$ cat src/rtl/gpl_pkg.sv
// Shared types, codes and helpers for the GPIO port with configuration lock.
`timescale 1ns / 1ps

package gpl_pkg;

	// Port geometry and reset values
	localparam int PIN_W = 16;
	localparam int PIN_COUNT_DEF = 16;
	localparam int DATA_W = 32;
	localparam int KEY_BIT = 16;
	localparam logic [DATA_W-1:0] CONFIG_RESET = 32'h4444_4444;

	typedef enum logic {
		CMD_READ  = 1'b0,
		CMD_WRITE = 1'b1
	} cmd_t;

	typedef enum logic [2:0] {
		SEL_CRL    = 3'd0,
		SEL_CRH    = 3'd1,
		SEL_IDR    = 3'd2,
		SEL_ODR    = 3'd3,
		SEL_BSRR   = 3'd4,
		SEL_BRR    = 3'd5,
		SEL_LCKR   = 3'd6,
		SEL_UNUSED = 3'd7
	} sel_t;

	typedef enum logic [1:0] {
		LK_IDLE  = 2'd0,
		LK_ONE   = 2'd1,
		LK_TWO   = 2'd2,
		LK_THREE = 2'd3
	} lock_stage_t;

	// LCKR access for the beat that advances this cycle
	typedef struct packed {
		logic             wr;
		logic             rd;
		logic             key;
		logic [PIN_W-1:0] bits;
	} lock_acc_t;

	// Lock register contents
	typedef struct packed {
		logic             key;
		logic [PIN_W-1:0] mask;
	} lock_sts_t;

	// Replace the writable mode nibbles of a configuration word
	function automatic logic [DATA_W-1:0] merge_config(
		input logic [DATA_W-1:0] old_word,
		input logic [DATA_W-1:0] new_word,
		input logic [7:0]        writable
	);
		logic [DATA_W-1:0] result;
		result = old_word;
		for (int i = 0; i < 8; i++) begin
			if (writable[i]) begin
				result[4*i +: 4] = new_word[4*i +: 4];
			end
		end
		return result;
	endfunction

endpackage

$ cat src/rtl/gpl_lock.sv
// Lock key sequencer with the lock mask and key registers.
`timescale 1ns / 1ps

module gpl_lock (
	input  logic                clk,
	input  logic                arst_n,
	input  gpl_pkg::lock_acc_t  acc,
	output gpl_pkg::lock_sts_t  sts
);

	gpl_pkg::lock_stage_t            stage_q, stage_d;
	logic [gpl_pkg::PIN_W-1:0]       mask_q, mask_d;
	logic                            key_q, key_d;
	logic                            same;

	// Register stage, mask and key; reset clears all three
	always_ff @(posedge clk or negedge arst_n) begin
		if (!arst_n) begin
			stage_q <= gpl_pkg::LK_IDLE;
			mask_q  <= '0;
			key_q   <= 1'b0;
		end else begin
			stage_q <= stage_d;
			mask_q  <= mask_d;
			key_q   <= key_d;
		end
	end

	assign same = (acc.bits == mask_q);

	// Unlocked writes step, restart or idle the key sequence; a read idles it, setting the key in stage three
	always_comb begin
		stage_d = stage_q;
		mask_d  = mask_q;
		key_d   = key_q;
		if (acc.wr) begin
			if (!key_q) begin
				mask_d = acc.bits;
				priority if (stage_q == gpl_pkg::LK_ONE && !acc.key && same) begin
					stage_d = gpl_pkg::LK_TWO;
				end else if (stage_q == gpl_pkg::LK_TWO && acc.key && same) begin
					stage_d = gpl_pkg::LK_THREE;
				end else if (acc.key) begin
					stage_d = gpl_pkg::LK_ONE;
				end else begin
					stage_d = gpl_pkg::LK_IDLE;
				end
			end
		end else if (acc.rd) begin
			if (stage_q == gpl_pkg::LK_THREE) begin
				key_d = 1'b1;
			end
			stage_d = gpl_pkg::LK_IDLE;
		end
	end

	assign sts.key  = key_q;
	assign sts.mask = mask_q;

endmodule

$ cat src/rtl/gpl_port.sv
// Port register file: mode words, output latch, read mux and lock control.
`timescale 1ns / 1ps

module gpl_port #(
	parameter int PIN_COUNT = gpl_pkg::PIN_COUNT_DEF
) (
	input  logic                          clk,
	input  logic                          arst_n,
	input  logic                          adv,
	input  gpl_pkg::cmd_t                 cmd,
	input  gpl_pkg::sel_t                 sel,
	input  logic [gpl_pkg::DATA_W-1:0]    data,
	input  logic [gpl_pkg::PIN_W-1:0]     pads,
	output logic [gpl_pkg::DATA_W-1:0]    rd_data,
	output logic [gpl_pkg::PIN_W-1:0]     latch,
	output logic [gpl_pkg::DATA_W-1:0]    crl,
	output logic [gpl_pkg::DATA_W-1:0]    crh,
	output logic                          key
);

	// Pins that exist on this port
	localparam logic [gpl_pkg::DATA_W-1:0] PinMaskW = (32'd1 << PIN_COUNT) - 32'd1;
	localparam logic [gpl_pkg::PIN_W-1:0]  PinMask  = PinMaskW[gpl_pkg::PIN_W-1:0];

	logic [gpl_pkg::DATA_W-1:0] crl_q, crl_d, crh_q, crh_d;
	logic [gpl_pkg::PIN_W-1:0]  latch_q, latch_d;
	logic [gpl_pkg::PIN_W-1:0]  data_lo, data_hi;
	logic [7:0]                 lo_wr, hi_wr;
	logic                       wr_beat, rd_beat;
	gpl_pkg::lock_acc_t         lock_acc;
	gpl_pkg::lock_sts_t         lock_sts;

	assign wr_beat = adv && (cmd == gpl_pkg::CMD_WRITE);
	assign rd_beat = adv && (cmd == gpl_pkg::CMD_READ);
	assign data_lo = data[gpl_pkg::PIN_W-1:0];
	assign data_hi = data[gpl_pkg::DATA_W-1:gpl_pkg::PIN_W];

	// Steer LCKR beats to the sequencer
	assign lock_acc.wr   = wr_beat && (sel == gpl_pkg::SEL_LCKR);
	assign lock_acc.rd   = rd_beat && (sel == gpl_pkg::SEL_LCKR);
	assign lock_acc.key  = data[gpl_pkg::KEY_BIT];
	assign lock_acc.bits = data_lo & PinMask;

	gpl_lock u_lock (
		.clk    (clk),
		.arst_n (arst_n),
		.acc    (lock_acc),
		.sts    (lock_sts)
	);

	// Nibbles open to writes: present pins that are not locked
	always_comb begin
		for (int i = 0; i < 8; i++) begin
			lo_wr[i] = PinMask[i] && !(lock_sts.key && lock_sts.mask[i]);
			hi_wr[i] = PinMask[i+8] && !(lock_sts.key && lock_sts.mask[i+8]);
		end
	end

	// Compute register updates for a write beat
	always_comb begin
		crl_d   = crl_q;
		crh_d   = crh_q;
		latch_d = latch_q;
		if (wr_beat) begin
			unique case (sel)
				gpl_pkg::SEL_CRL:  crl_d = gpl_pkg::merge_config(crl_q, data, lo_wr);
				gpl_pkg::SEL_CRH:  crh_d = gpl_pkg::merge_config(crh_q, data, hi_wr);
				gpl_pkg::SEL_ODR:  latch_d = data_lo & PinMask;
				gpl_pkg::SEL_BSRR: latch_d = ((latch_q & ~data_hi) | data_lo) & PinMask;
				gpl_pkg::SEL_BRR:  latch_d = latch_q & ~data_lo & PinMask;
				default: begin
				end
			endcase
		end
	end

	always_ff @(posedge clk or negedge arst_n) begin
		if (!arst_n) begin
			crl_q   <= gpl_pkg::CONFIG_RESET;
			crh_q   <= gpl_pkg::CONFIG_RESET;
			latch_q <= '0;
		end else begin
			crl_q   <= crl_d;
			crh_q   <= crh_d;
			latch_q <= latch_d;
		end
	end

	// Select the read value from the state before this beat
	always_comb begin
		rd_data = '0;
		if (cmd == gpl_pkg::CMD_READ) begin
			unique case (sel)
				gpl_pkg::SEL_CRL:    rd_data = crl_q;
				gpl_pkg::SEL_CRH:    rd_data = crh_q;
				gpl_pkg::SEL_IDR:    rd_data = {16'd0, pads & PinMask};
				gpl_pkg::SEL_ODR:    rd_data = {16'd0, latch_q};
				gpl_pkg::SEL_LCKR:   rd_data = {15'd0, lock_sts.key, lock_sts.mask};
				gpl_pkg::SEL_BSRR,
				gpl_pkg::SEL_BRR,
				gpl_pkg::SEL_UNUSED: rd_data = '0;
			endcase
		end
	end

	assign latch = latch_q;
	assign crl   = crl_q;
	assign crh   = crh_q;
	assign key   = lock_sts.key;

endmodule

$ cat src/rtl/gpio_port_with_config_lock.sv
// An accepted beat is held until it advances; the register file then updates once and
// the result is registered. One access per cycle unless a stalled response holds it.
// The response register parts the channels; a request stalls only while a response waits.
// Reset (arst_n low, asynchronous): mode words 0x44444444, latch, lock mask, key and
// sequencer cleared; both valid flags cleared.
`timescale 1ns / 1ps

module gpio_port_with_config_lock #(
	parameter int PIN_COUNT = gpl_pkg::PIN_COUNT_DEF
) (
	input  logic                       clk,
	input  logic                       arst_n,
	input  logic                       req_valid,
	output logic                       req_stall,
	input  logic                       command,
	input  logic [2:0]                 register_select,
	input  logic [gpl_pkg::DATA_W-1:0] write_data,
	input  logic [gpl_pkg::PIN_W-1:0]  pin_levels,
	output logic                       rsp_valid,
	input  logic                       rsp_stall,
	output logic [gpl_pkg::DATA_W-1:0] read_data,
	output logic [gpl_pkg::PIN_W-1:0]  pin_drive,
	output logic [gpl_pkg::DATA_W-1:0] mode_low_pins,
	output logic [gpl_pkg::DATA_W-1:0] mode_high_pins,
	output logic                       lock_active
);

	logic                       valid_s1;
	gpl_pkg::cmd_t              cmd_s1;
	gpl_pkg::sel_t              sel_s1;
	logic [gpl_pkg::DATA_W-1:0] data_s1;
	logic [gpl_pkg::PIN_W-1:0]  pads_s1;
	logic                       rsp_valid_q;
	logic [gpl_pkg::DATA_W-1:0] read_data_q;
	logic [gpl_pkg::DATA_W-1:0] rd_value;
	logic                       accept, adv;

	// Advance the held beat when the response slot is free or being taken
	assign adv       = valid_s1 && (!rsp_valid_q || !rsp_stall);
	assign req_stall = valid_s1 && rsp_valid_q && rsp_stall;
	assign accept    = req_valid && !req_stall;

	always_ff @(posedge clk or negedge arst_n) begin
		if (!arst_n) begin
			valid_s1    <= 1'b0;
			rsp_valid_q <= 1'b0;
		end else begin
			if (accept) begin
				valid_s1 <= 1'b1;
			end else if (adv) begin
				valid_s1 <= 1'b0;
			end
			if (adv) begin
				rsp_valid_q <= 1'b1;
			end else if (!rsp_stall) begin
				rsp_valid_q <= 1'b0;
			end
		end
	end

	// Capture the request beat
	always_ff @(posedge clk) begin
		if (accept) begin
			cmd_s1  <= gpl_pkg::cmd_t'(command);
			sel_s1  <= gpl_pkg::sel_t'(register_select);
			data_s1 <= write_data;
			pads_s1 <= pin_levels;
		end
	end

	gpl_port #(
		.PIN_COUNT (PIN_COUNT)
	) u_port (
		.clk     (clk),
		.arst_n  (arst_n),
		.adv     (adv),
		.cmd     (cmd_s1),
		.sel     (sel_s1),
		.data    (data_s1),
		.pads    (pads_s1),
		.rd_data (rd_value),
		.latch   (pin_drive),
		.crl     (mode_low_pins),
		.crh     (mode_high_pins),
		.key     (lock_active)
	);

	// Hold the read value with its beat
	always_ff @(posedge clk) begin
		if (adv) begin
			read_data_q <= rd_value;
		end
	end

	assign rsp_valid = rsp_valid_q;
	assign read_data = read_data_q;

endmodule

$ cat config.mk
export PLATFORM = sky130hd
export DESIGN_NAME = gpio_port_with_config_lock
export DESIGN_NICKNAME = d
export VERILOG_FILES = /design/src/rtl/gpl_pkg.sv /design/src/rtl/gpl_lock.sv /design/src/rtl/gpl_port.sv /design/src/rtl/gpio_port_with_config_lock.sv
export SDC_FILE = /design/constraint.sdc
export NUM_CORES = 1
export LEC_CHECK = 0
export BUFFER_PORTS_ARGS = -buffer_cell sky130_fd_sc_hd__buf_2
export CORE_MARGIN = 2
export CORE_UTILIZATION = 25
export CTS_CLUSTER_DIAMETER = 80
export DETAILED_ROUTE_END_ITERATION = 16
export SYNTH_ARGS = -nofsm -noshare
export SYNTH_HDL_FRONTEND = slang
export SYNTH_SLANG_ARGS = --single-unit
$ cat constraint.sdc
create_clock -name clk -period 2.1 [get_ports clk]
set_clock_uncertainty 0.05 [all_clocks]
set_input_delay 0.21 -clock clk [delete_from_list [all_inputs] [get_ports clk]]
set_output_delay 0.21 -clock clk [all_outputs]
set_load 0.02 [all_outputs]
==> results of run 1 <==
-- cells in the final DEF, fill, tap and decap left out, types with 13 or more instances in the layout --
cell and count:
dfstp_2 16, a221oi_1 16, mux2_2 35, nor2_1 32, o221ai_1 15, dlygate4sd3_1 55
dfrtp_1 84, nor3_1 17, edfxtp_1 84, a22o_1 16, buf_4 31, mux2_4 31
mux2_1 13, o2bb2ai_1 17, clkbuf_16 17, buf_2 169, xnor2_1 15, mux2i_1 17
a22oi_1 15, a21o_1 16
-- registers in the layout, summed over array words and instances (netlist names) --
register and count:
pads_s1 16, u_port.crh 32, u_port.u_lock.stage_q 2, u_port.crl 32
sel_s1 3, rsp_valid 1, u_port.u_lock.mask_q 16, data_s1 32
read_data 32, valid_s1 1, u_port.latch 16, u_port.u_lock.key_q 1
cmd_s1 1
-- critical path, stage by stage (launching register included) --
cell and delay [ps]:
edfxtp_1 560, buf_4 230, and3b_2 240, nand4_4 330
mux2_1 430
-- logic make-up after synthesis --
| family | synth area share |
|---|---|
| buffers and inverters | 0.0192 |
| XOR/XNOR | 0.0182 |
| AND/OR/NAND/NOR | 0.0508 |
| flip-flops | 0.659 |
| multiplexers | 0.138 |
| AO/OA/AOI/OAI | 0.115 |
-- area by class of cell --
type / instances / share of cell area
sequential: 185 / 0.483
multi-input combinational: 292 / 0.252
timing repair buffer: 258 / 0.160
tap: 396 / 0.0472
clock buffer: 21 / 0.0429
clock inverter: 11 / 0.0131
inverter: 4 / 0.00143
-- stage by stage --
stage,cells,area [um^2]
after floorplan,510,7880
after global placement,1080,9360
after detailed placement,1080,9360
after CTS,1167,10500
after global routing,1167,10500
final,1167,10500
-- how the worst min path moves through the flow --
stage | startpoint | end | slack (ps)
after detailed placement | arst_n | u_port.crh[21] | 220
final | arst_n | u_port.crh[21] | 290
after CTS | arst_n | u_port.crh[21] | 290
after floorplan | arst_n | rsp_valid | -140
after global placement | arst_n | u_port.crh[23] | 220
after global routing | arst_n | u_port.crl[23] | 340
-- power by group through the flow --
stage | combinational, mW | sequential (mW) | clock [mW]
global placement | 2.32 | 4.99 | 0
CTS | 2.43 | 4.94 | 3.38
floorplan | 0.768 | 5.52 | 0
global route | 2.56 | 5.02 | 3.49
detailed placement | 2.35 | 5.01 | 0
finish | 2.39 | 4.94 | 3.28
-- per-layer routing --
metal / global-route usage / part of all wire / routed length, um
met1: 0.209 / 0.45 / 11100
met2: 0.254 / 0.47 / 11700
met3: 0.0380 / 0.062 / 1530
met4: 0.0423 / 0.014 / 355
met5: 0 / 0 / 0
-- what timing repair did --
| action | CTS | global route |
|---|---|---|
| hold endpoints to repair | 86 | 0 |
| setup endpoints to repair | 0 | 1 |
| hold buffers | 55 | 0 |
| resized for setup | 0 | 1 |
==> results.py, run 1 <==
metrics = {
    "grt": {
        "grt_start_max_net_pins": 53,
        "number_of_global_route_vias_before_repair": 5534,
        "global_route_wire_length_before_repair_mm": 36.0,
        "grt_remaining_overflow": 0,
        "antenna_violations_before_repair": 0,
        "groute.usage.overall": 0.156,
    },
    "detailed_routing": {
        "post_drt_wl_per_cell_um": 21.2,
        "drt_first_pass_iters": 5,
        "residual_antenna_violating_net_count_after_detailed_routing": 0,
        "first_iter_violations": 355,
        "vias_per_cell": 4.70,
        "postRouteWirelength_mm": 24.7,
        "num_vias": 5485,
        "drc_errors": 0,
    },
    "die": {
        "fp.coreArea_um2": 30400,
        "die_width_um": 179,
        "floorplan.initialDensity": 0.253,
        "placementRows": 64,
        "floorplan.die_area_um2": 32200,
        "die_height_um": 179,
        "ios": 171,
    },
    "final_layout": {
        "n_fill_cell": 3014,
        "area_growth_pct": 36.6,
        "final_design_utilization": 0.345,
        "seqCellArea_um2": 5070,
        "multi_input_comb_area_um2": 2650,
        "diodes": 0,
        "final_net_count": 814,
        "final_layout_size_suffix_gt1_frac": 0.424,
    },
    "power_and_ir_drop": {
        "p_per_area_nw_per_um2": 1010,
        "power.share.sequential": 0.466,
        "power_switching_share": 0.314,
        "vdd_ir_drop_max_v": 0.000495,
        "clock_power_share": 0.310,
        "finalPower_mw": 10.6,
        "power.net_switching_mw": 3.33,
        "cellLeakagePower_nw": 4.56,
        "combPwrFrac": 0.225,
        "internal_power_mw": 7.28,
    },
    "clock_tree": {
        "post-cts-setup-buffer-count": 0,
        "worst_skew_pair.late_latency_ps": 440,
        "htree_num_levels": 4,
        "ctsRootBufferMaster": "clkbuf_16",
        "cts-root-to-sink-buffers": 2,
        "numCtsBuffers": 17,
        "clock-sinks": 185,
        "cts.reportedPaths.clkPinSlew_ps": 70,
        "tritoncts": "done",
    },
    "run_status": {
        "run_status": "finished clean",
    },
    "yosys": {
        "yosys_most_used_dff": "dfrtp_1",
        "synth_enable_flop_cells": 84,
        "syn_area_um2": 7690,
        "netlist.area_leader.share": 0.328,
        "ys_seq_area_frac": 0.659,
        "synth.most_common_cell": "dfrtp_1",
        "ys_seq_elements": 185,
        "synth_cells": 510,
        "synth-warning-count": 0,
        "ys_types": 43,
        "synth.top_cells.by_count": "dfrtp_1 (85), edfxtp_1 (84), mux2_1 (44), mux2_2 (35), nor2_1 (32)",
        "synth_top_area_cell": "edfxtp_1",
        "postSynthNetCount": 566,
        "synth.top_cells.by_area": "edfxtp_1 (33%), dfrtp_1 (28%), mux2_1 (6.4%), dfstp_2 (5.5%), mux2_2 (5.1%)",
        "async_flop_share": 0.546,
        "synth.avg_cell_area_um2": 15.1,
    },
    "setup_path": {
        "classification_of_the_worst_setup_path": "reg2reg",
        "worstRegToRegCells": 4,
        "timing.critical_path.arrival_ps": 2240,
        "critical_path.endpoint": "u_port.u_lock.mask_q[10]",
        "worst_r2r_endpoint": "u_port.u_lock.mask_q[10]",
        "setup.worst_path.start": "sel_s1[2]",
        "r2r_start": "sel_s1[2]",
        "worst_ep_required_time_ps": 2370,
        "cp-start-kind": "flop",
        "critical_path.max_fanout": 17,
        "r2r_setup_slack_ps": 130,
        "cp-end-kind": "flop",
    },
    "sta": {
        "timing.hold.ws_ps": 292,
        "setup_viol": 0,
        "totalNegativeSetupSlack_ps": 0,
        "period_utilization": 0.936,
        "fmax_mhz": 509,
        "slew_headroom": 0.570,
        "post-route-worst-setup-slack_ps": 134,
        "finalHoldViolCount": 0,
        "report.final.slew_viol_count": 0,
        "setup_repair_after_global_routing_missed_its_margin": "no",
        "layout_min_cycle_time_ps": 1970,
        "timing_worst_slew_pin_value_ps": 645,
    },
    "hold_path": {
        "worstHoldPathType": "in2async",
    },
    "placement": {
        "place_congestion": 0.801,
        "dp_slack_ps": 143,
        "place.port_buffers": 170,
        "dpl.hpwl_mm": 17.9,
    },
    "run": {
        "drv_cap": 0,
    },
}
Note: power is estimated with default switching activity, not from simulation.
==> run 2: changes to the inputs <==
CELL_PAD_IN_SITES_DETAIL_PLACEMENT = 1   (was default)
CELL_PAD_IN_SITES_GLOBAL_PLACEMENT = 1   (was default)
PLACE_DENSITY_LB_ADDON = 0.1   (was default)
==> run 2 against run 1 <==
Effect of this change:
- largest cell class unchanged
- count of clock-buffer cells in the layout increased by 1
- first-iteration DRC count decreased by 1.1%
- flip-flop and latch count unchanged
- cell area about the same
- routed wire length increased by 9.4%
- highest routed layer unchanged
- combinational power decreased by 2%
- final cell count decreased by 0.26%
- global-route usage increased by 1.6 points
- register-to-register slack got worse by 50 ps
- die area unchanged
==> results.py, run 2 (synthesis gave the netlist of run 1 again) <==
metrics = {
    "run_status": {
        "run_status": "finished clean",
    },
    "clock_tree": {
        "cts-root-to-sink-buffers": 2,
        "worst_skew_pair.late_latency_ps": 430,
        "cts.reportedPaths.clkPinSlew_ps": 70,
        "clock-sinks": 185,
        "tritoncts": "done",
        "numCtsBuffers": 17,
        "htree_num_levels": 4,
        "ctsRootBufferMaster": "clkbuf_16",
        "post-cts-setup-buffer-count": 0,
    },
    "sta": {
        "setup_viol": 0,
        "layout_min_cycle_time_ps": 2010,
        "setup_repair_after_global_routing_missed_its_margin": "yes",
        "fmax_mhz": 497,
        "timing.hold.ws_ps": 316,
        "slew_headroom": 0.537,
        "timing_worst_slew_pin_value_ps": 694,
        "report.final.slew_viol_count": 0,
        "finalHoldViolCount": 0,
        "period_utilization": 0.959,
    },
    "setup_path": {
        "timing.critical_path.arrival_ps": 2270,
        "classification_of_the_worst_setup_path": "reg2reg",
        "cp-end-kind": "flop",
        "cp-start-kind": "flop",
        "critical_path.max_fanout": 9,
        "worst_ep_required_time_ps": 2360,
    },
    "detailed_routing": {
        "met1_routed_length_mm": 12.6,
        "met3_wirelength_mm": 1.06,
        "first_iter_violations": 351,
        "postRouteWirelength_mm": 27.0,
        "vias_per_cell": 4.76,
        "post_drt_wl_per_cell_um": 23.2,
        "drt_first_pass_iters": 4,
        "route.top_layer_used": "met4",
        "drc_errors": 0,
        "met2RoutedLength_mm": 13.1,
        "residual_antenna_violating_net_count_after_detailed_routing": 0,
        "num_vias": 5539,
    },
    "final_layout": {
        "final_design_area_no_fill_um2": 10500,
        "final_common_cell": "buf_2",
        "n_fill_cell": 3233,
        "final_net_count": 811,
        "area_growth_pct": 36.6,
        "final_cells": 1164,
        "final_design_utilization": 0.345,
        "final_cell_mix": "buf_2 (169), edfxtp_1 (84), dfrtp_1 (84)",
        "diodes": 0,
        "final_layout_size_suffix_gt1_frac": 0.426,
    },
    "placement": {
        "place_congestion": 0.779,
        "dpl.hpwl_mm": 18.3,
        "place.port_buffers": 170,
        "placed_cell_area_um2": 9360,
        "dp.cells": 1077,
    },
    "die": {
        "ios": 171,
        "floorplan.initialDensity": 0.253,
        "die_height_um": 179,
        "floorplan.die_area_um2": 32200,
        "placementRows": 64,
        "die_width_um": 179,
        "fp.coreArea_um2": 30400,
    },
    "grt": {
        "global_route_wire_length_before_repair_mm": 39.7,
        "grt_remaining_overflow": 0,
        "grt_start_max_net_pins": 102,
        "groute.usage.overall": 0.172,
        "antenna_violations_before_repair": 0,
        "number_of_global_route_vias_before_repair": 6039,
    },
    "run": {
        "drv_cap": 0,
    },
    "power_and_ir_drop": {
        "vdd_ir_drop_max_v": 0.000439,
        "cellLeakagePower_nw": 4.57,
        "p_per_area_nw_per_um2": 1010,
        "finalPower_mw": 10.6,
    },
    "hold_path": {
        "worstHoldPathType": "in2async",
    },
}
run 2: cell count changes in the layout (fill, tap and decap cells not counted), sizes merged:
cell,previous run,this run
buf,203,200
clkbuf,21,22
clkinv,4,5
clkinvlp,1,0
inv,8,7
run 2: layout make-up:
class / instances / area, um^2 / area share
clock buffer: 22 / 464 / 0.0442
tap: 396 / 495 / 0.0472
inverter: 4 / 15.0 / 0.00143
multi-input combinational: 292 / 2660 / 0.253
sequential: 185 / 5070 / 0.483
clock inverter: 10 / 119 / 0.0113
timing repair buffer: 255 / 1680 / 0.160
run 2: stage by stage:
stage | worst slack [ps] | setup TNS, ps
global route | -1.27 | -1.53
finish | 86.3 | 0
floorplan | -117 | -7020
global placement | 93.2 | 0
CTS | 5.03 | 0
detailed placement | 61.3 | 0
run 2: per-layer routing:
layer / track usage / vias to the layer above
met3: 0.0316 / 19
li1: - / 2479
met5: 0 / -
met4: 0.0400 / 0
met1: 0.234 / 2891
met2: 0.286 / 150
run 2: repair_timing:
item / in CTS / in global routing
gates resized for setup: 0 / 3
setup endpoints to repair: 0 / 16
hold endpoints to repair: 139 / 0
hold buffers: 55 / 0
run 2: worst paths after layout:
check / end / start / slack, ps / cells past startpoint
max: u_port.crh[24] / sel_s1[1] / 90 / 4
min: u_port.crh[23] / arst_n / 320 / 3
max in group asynchronous: u_port.u_lock.mask_q[8] / arst_n / 1120 / 3
max reg2reg: u_port.crh[24] / sel_s1[1] / 90 / 4
min in group clk: data_s1[14] / write_data[14] / 430 / 2
min reg2reg: rsp_valid / valid_s1 / 450 / 1
run 2: power by group:
group | switching (mW) | total, mW | internal, mW
logic | 1.33 | 2.34 | 1.01
clock network | 1.45 | 3.29 | 1.83
registers | 0.531 | 4.99 | 4.46
run 2: worst max-delay path, stage by stage (launching register included):
cell      delay, ps
edfxtp_1        610
nor3b_4         350
nand3_4         190
a21o_1          340
mux2_4          350
==> run 3: changes to the inputs <==
MAX_ROUTING_LAYER = met4   (was default)
==> run 3 against run 2 <==
Effect of this change:
- critical path depth unchanged
- final cell count unchanged
- clock power about the same
- first-iteration DRC count up 5.4%
- worst setup slack better by 14 ps
- non-clock buffer count unchanged
- flip-flop and latch count unchanged
- register-to-register slack about the same
- sequential share of layout area unchanged
- power about the same
- maximum frequency up 0.68%
- highest routed layer unchanged
==> results.py, run 3 (synthesis gave the netlist of run 1 again) <==
metrics = {
    "setup_path": {
        "r2r_start": "sel_s1[1]",
        "worst_r2r_endpoint": "u_port.crh[24]",
        "cp-end-kind": "flop",
        "cp-start-kind": "flop",
        "r2r_setup_slack_ps": 100,
        "crit_path_max_incr_delay_ps": 610,
        "critical-path-slowest-cell": "edfxtp_1",
        "timing.critical_path.arrival_ps": 2260,
        "worstRegToRegCells": 4,
        "worst_ep_required_time_ps": 2360,
        "classification_of_the_worst_setup_path": "reg2reg",
        "crit_path_cell_trace": "nor3b_4 -> nand3_4 -> a21o_1 -> mux2_4",
        "critical_path.max_fanout": 9,
    },
    "final_layout": {
        "final_design_area_no_fill_um2": 10500,
        "final_common_cell": "buf_2",
        "diodes": 0,
        "n_fill_cell": 3233,
        "seqCellArea_um2": 5070,
        "final_layout_size_suffix_gt1_frac": 0.426,
        "final_cell_mix": "buf_2 (169), edfxtp_1 (84), dfrtp_1 (84)",
        "final_net_count": 811,
        "area_growth_pct": 36.6,
        "multi_input_comb_area_um2": 2660,
    },
    "die": {
        "placementRows": 64,
        "floorplan.die_area_um2": 32200,
        "fp.coreArea_um2": 30400,
        "die_height_um": 179,
        "ios": 171,
        "floorplan.initialDensity": 0.253,
        "die_width_um": 179,
    },
    "clock_tree": {
        "htree_num_levels": 4,
        "tritoncts": "done",
        "clock-sinks": 185,
        "cts.reportedPaths.clkPinSlew_ps": 70,
        "worst_skew_pair.late_latency_ps": 420,
        "cts-root-to-sink-buffers": 2,
        "numCtsBuffers": 17,
        "ctsRootBufferMaster": "clkbuf_16",
    },
    "detailed_routing": {
        "drc_errors": 0,
        "first_iter_violations": 370,
        "post_drt_wl_per_cell_um": 23.3,
        "vias_per_cell": 4.73,
        "postRouteWirelength_mm": 27.1,
        "num_vias": 5511,
        "residual_antenna_violating_net_count_after_detailed_routing": 0,
        "drt_first_pass_iters": 4,
    },
    "sta": {
        "slew_headroom": 0.532,
        "report.final.slew_viol_count": 0,
        "finalHoldViolCount": 0,
        "setup_repair_after_global_routing_missed_its_margin": "yes",
        "period_utilization": 0.952,
        "timing_worst_slew_pin_value_ps": 703,
        "setup_viol": 0,
        "post-route-worst-setup-slack_ps": 99.9,
        "timing.hold.ws_ps": 303,
        "layout_min_cycle_time_ps": 2000,
        "fmax_mhz": 500,
    },
    "run": {
        "drv_cap": 0,
    },
    "placement": {
        "place_congestion": 0.790,
        "place.port_buffers": 170,
        "dpl.hpwl_mm": 18.3,
        "placed_cell_area_um2": 9360,
        "dp_slack_ps": 61.3,
    },
    "run_status": {
        "run_status": "finished clean",
    },
    "grt": {
        "global_route_wire_length_before_repair_mm": 39.7,
        "antenna_violations_before_repair": 0,
        "groute.usage.overall": 0.177,
        "grt_remaining_overflow": 0,
        "grt_start_max_net_pins": 102,
        "number_of_global_route_vias_before_repair": 6074,
    },
    "power_and_ir_drop": {
        "cellLeakagePower_nw": 4.57,
        "vdd_ir_drop_max_v": 0.000438,
        "p_per_area_nw_per_um2": 1010,
    },
    "hold_path": {
        "worstHoldPathType": "in2async",
    },
}
run 3: through the flow:
stage | std cells | utilization | TNS, ps | total power [mW]
2_1_floorplan | 510 | - | -7020 | 6.29
3_3_place_gp | 1077 | 0.308 | 0 | 7.31
3_5_place_dp | 1077 | 0.308 | 0 | 7.36
4_1_cts | 1164 | 0.345 | 0 | 10.8
5_1_grt | 1164 | 0.345 | -0.822 | 11.1
6_report | 1164 | 0.345 | 0 | 10.6
run 3: worst max path at each step:
stage	endpoint	start	slack (ps)	depth (start not counted)
2_1_floorplan	u_port.crl[5]	rsp_valid	-120	4
3_3_place_gp	read_data[15]	sel_s1[1]	90	4
5_1_grt	u_port.u_lock.mask_q[7]	sel_s1[2]	-0.8	4
4_1_cts	read_data[14]	sel_s1[1]	5	4
3_5_place_dp	read_data[14]	sel_s1[1]	60	4
6_report	u_port.crh[24]	sel_s1[1]	100	4
run 3: final cells by class:
cell class,count,area share
clock inverters,10,0.0113
repair buffers,255,0.160
flip-flops and latches,185,0.483
multi-input cells,292,0.253
inverters,4,0.00143
clock buffers,22,0.0442
well taps,396,0.0472
run 3: where the power goes:
| group | internal (mW) | switching (mW) |
|---|---|---|
| combinational | 1.01 | 1.33 |
| sequential | 4.46 | 0.526 |
| clock | 1.83 | 1.45 |
run 3: layer usage:
metal  part of all wire  vias up  routed length [um]  GRT usage
li1                   -     2472                   -          -
met1               0.47     2875               12700      0.236
met2               0.48      145               13000      0.285
met3              0.040       19                1070     0.0295
met4              0.010        0                 275     0.0400
met5                  0        -                   0          -
run 3: repair_timing:
action	CTS	global route
gates resized for setup	0	3
hold endpoints to repair	139	0
hold buffers	55	0
setup buffers	0	0
setup endpoints to repair	0	16
run 3: critical path: cells and delay by family, from the launching register on:
kind | cells | cell delay [ps]
flops | 1 | 610
simple gates | 2 | 540
compound gates | 1 | 340
mux | 1 | 340
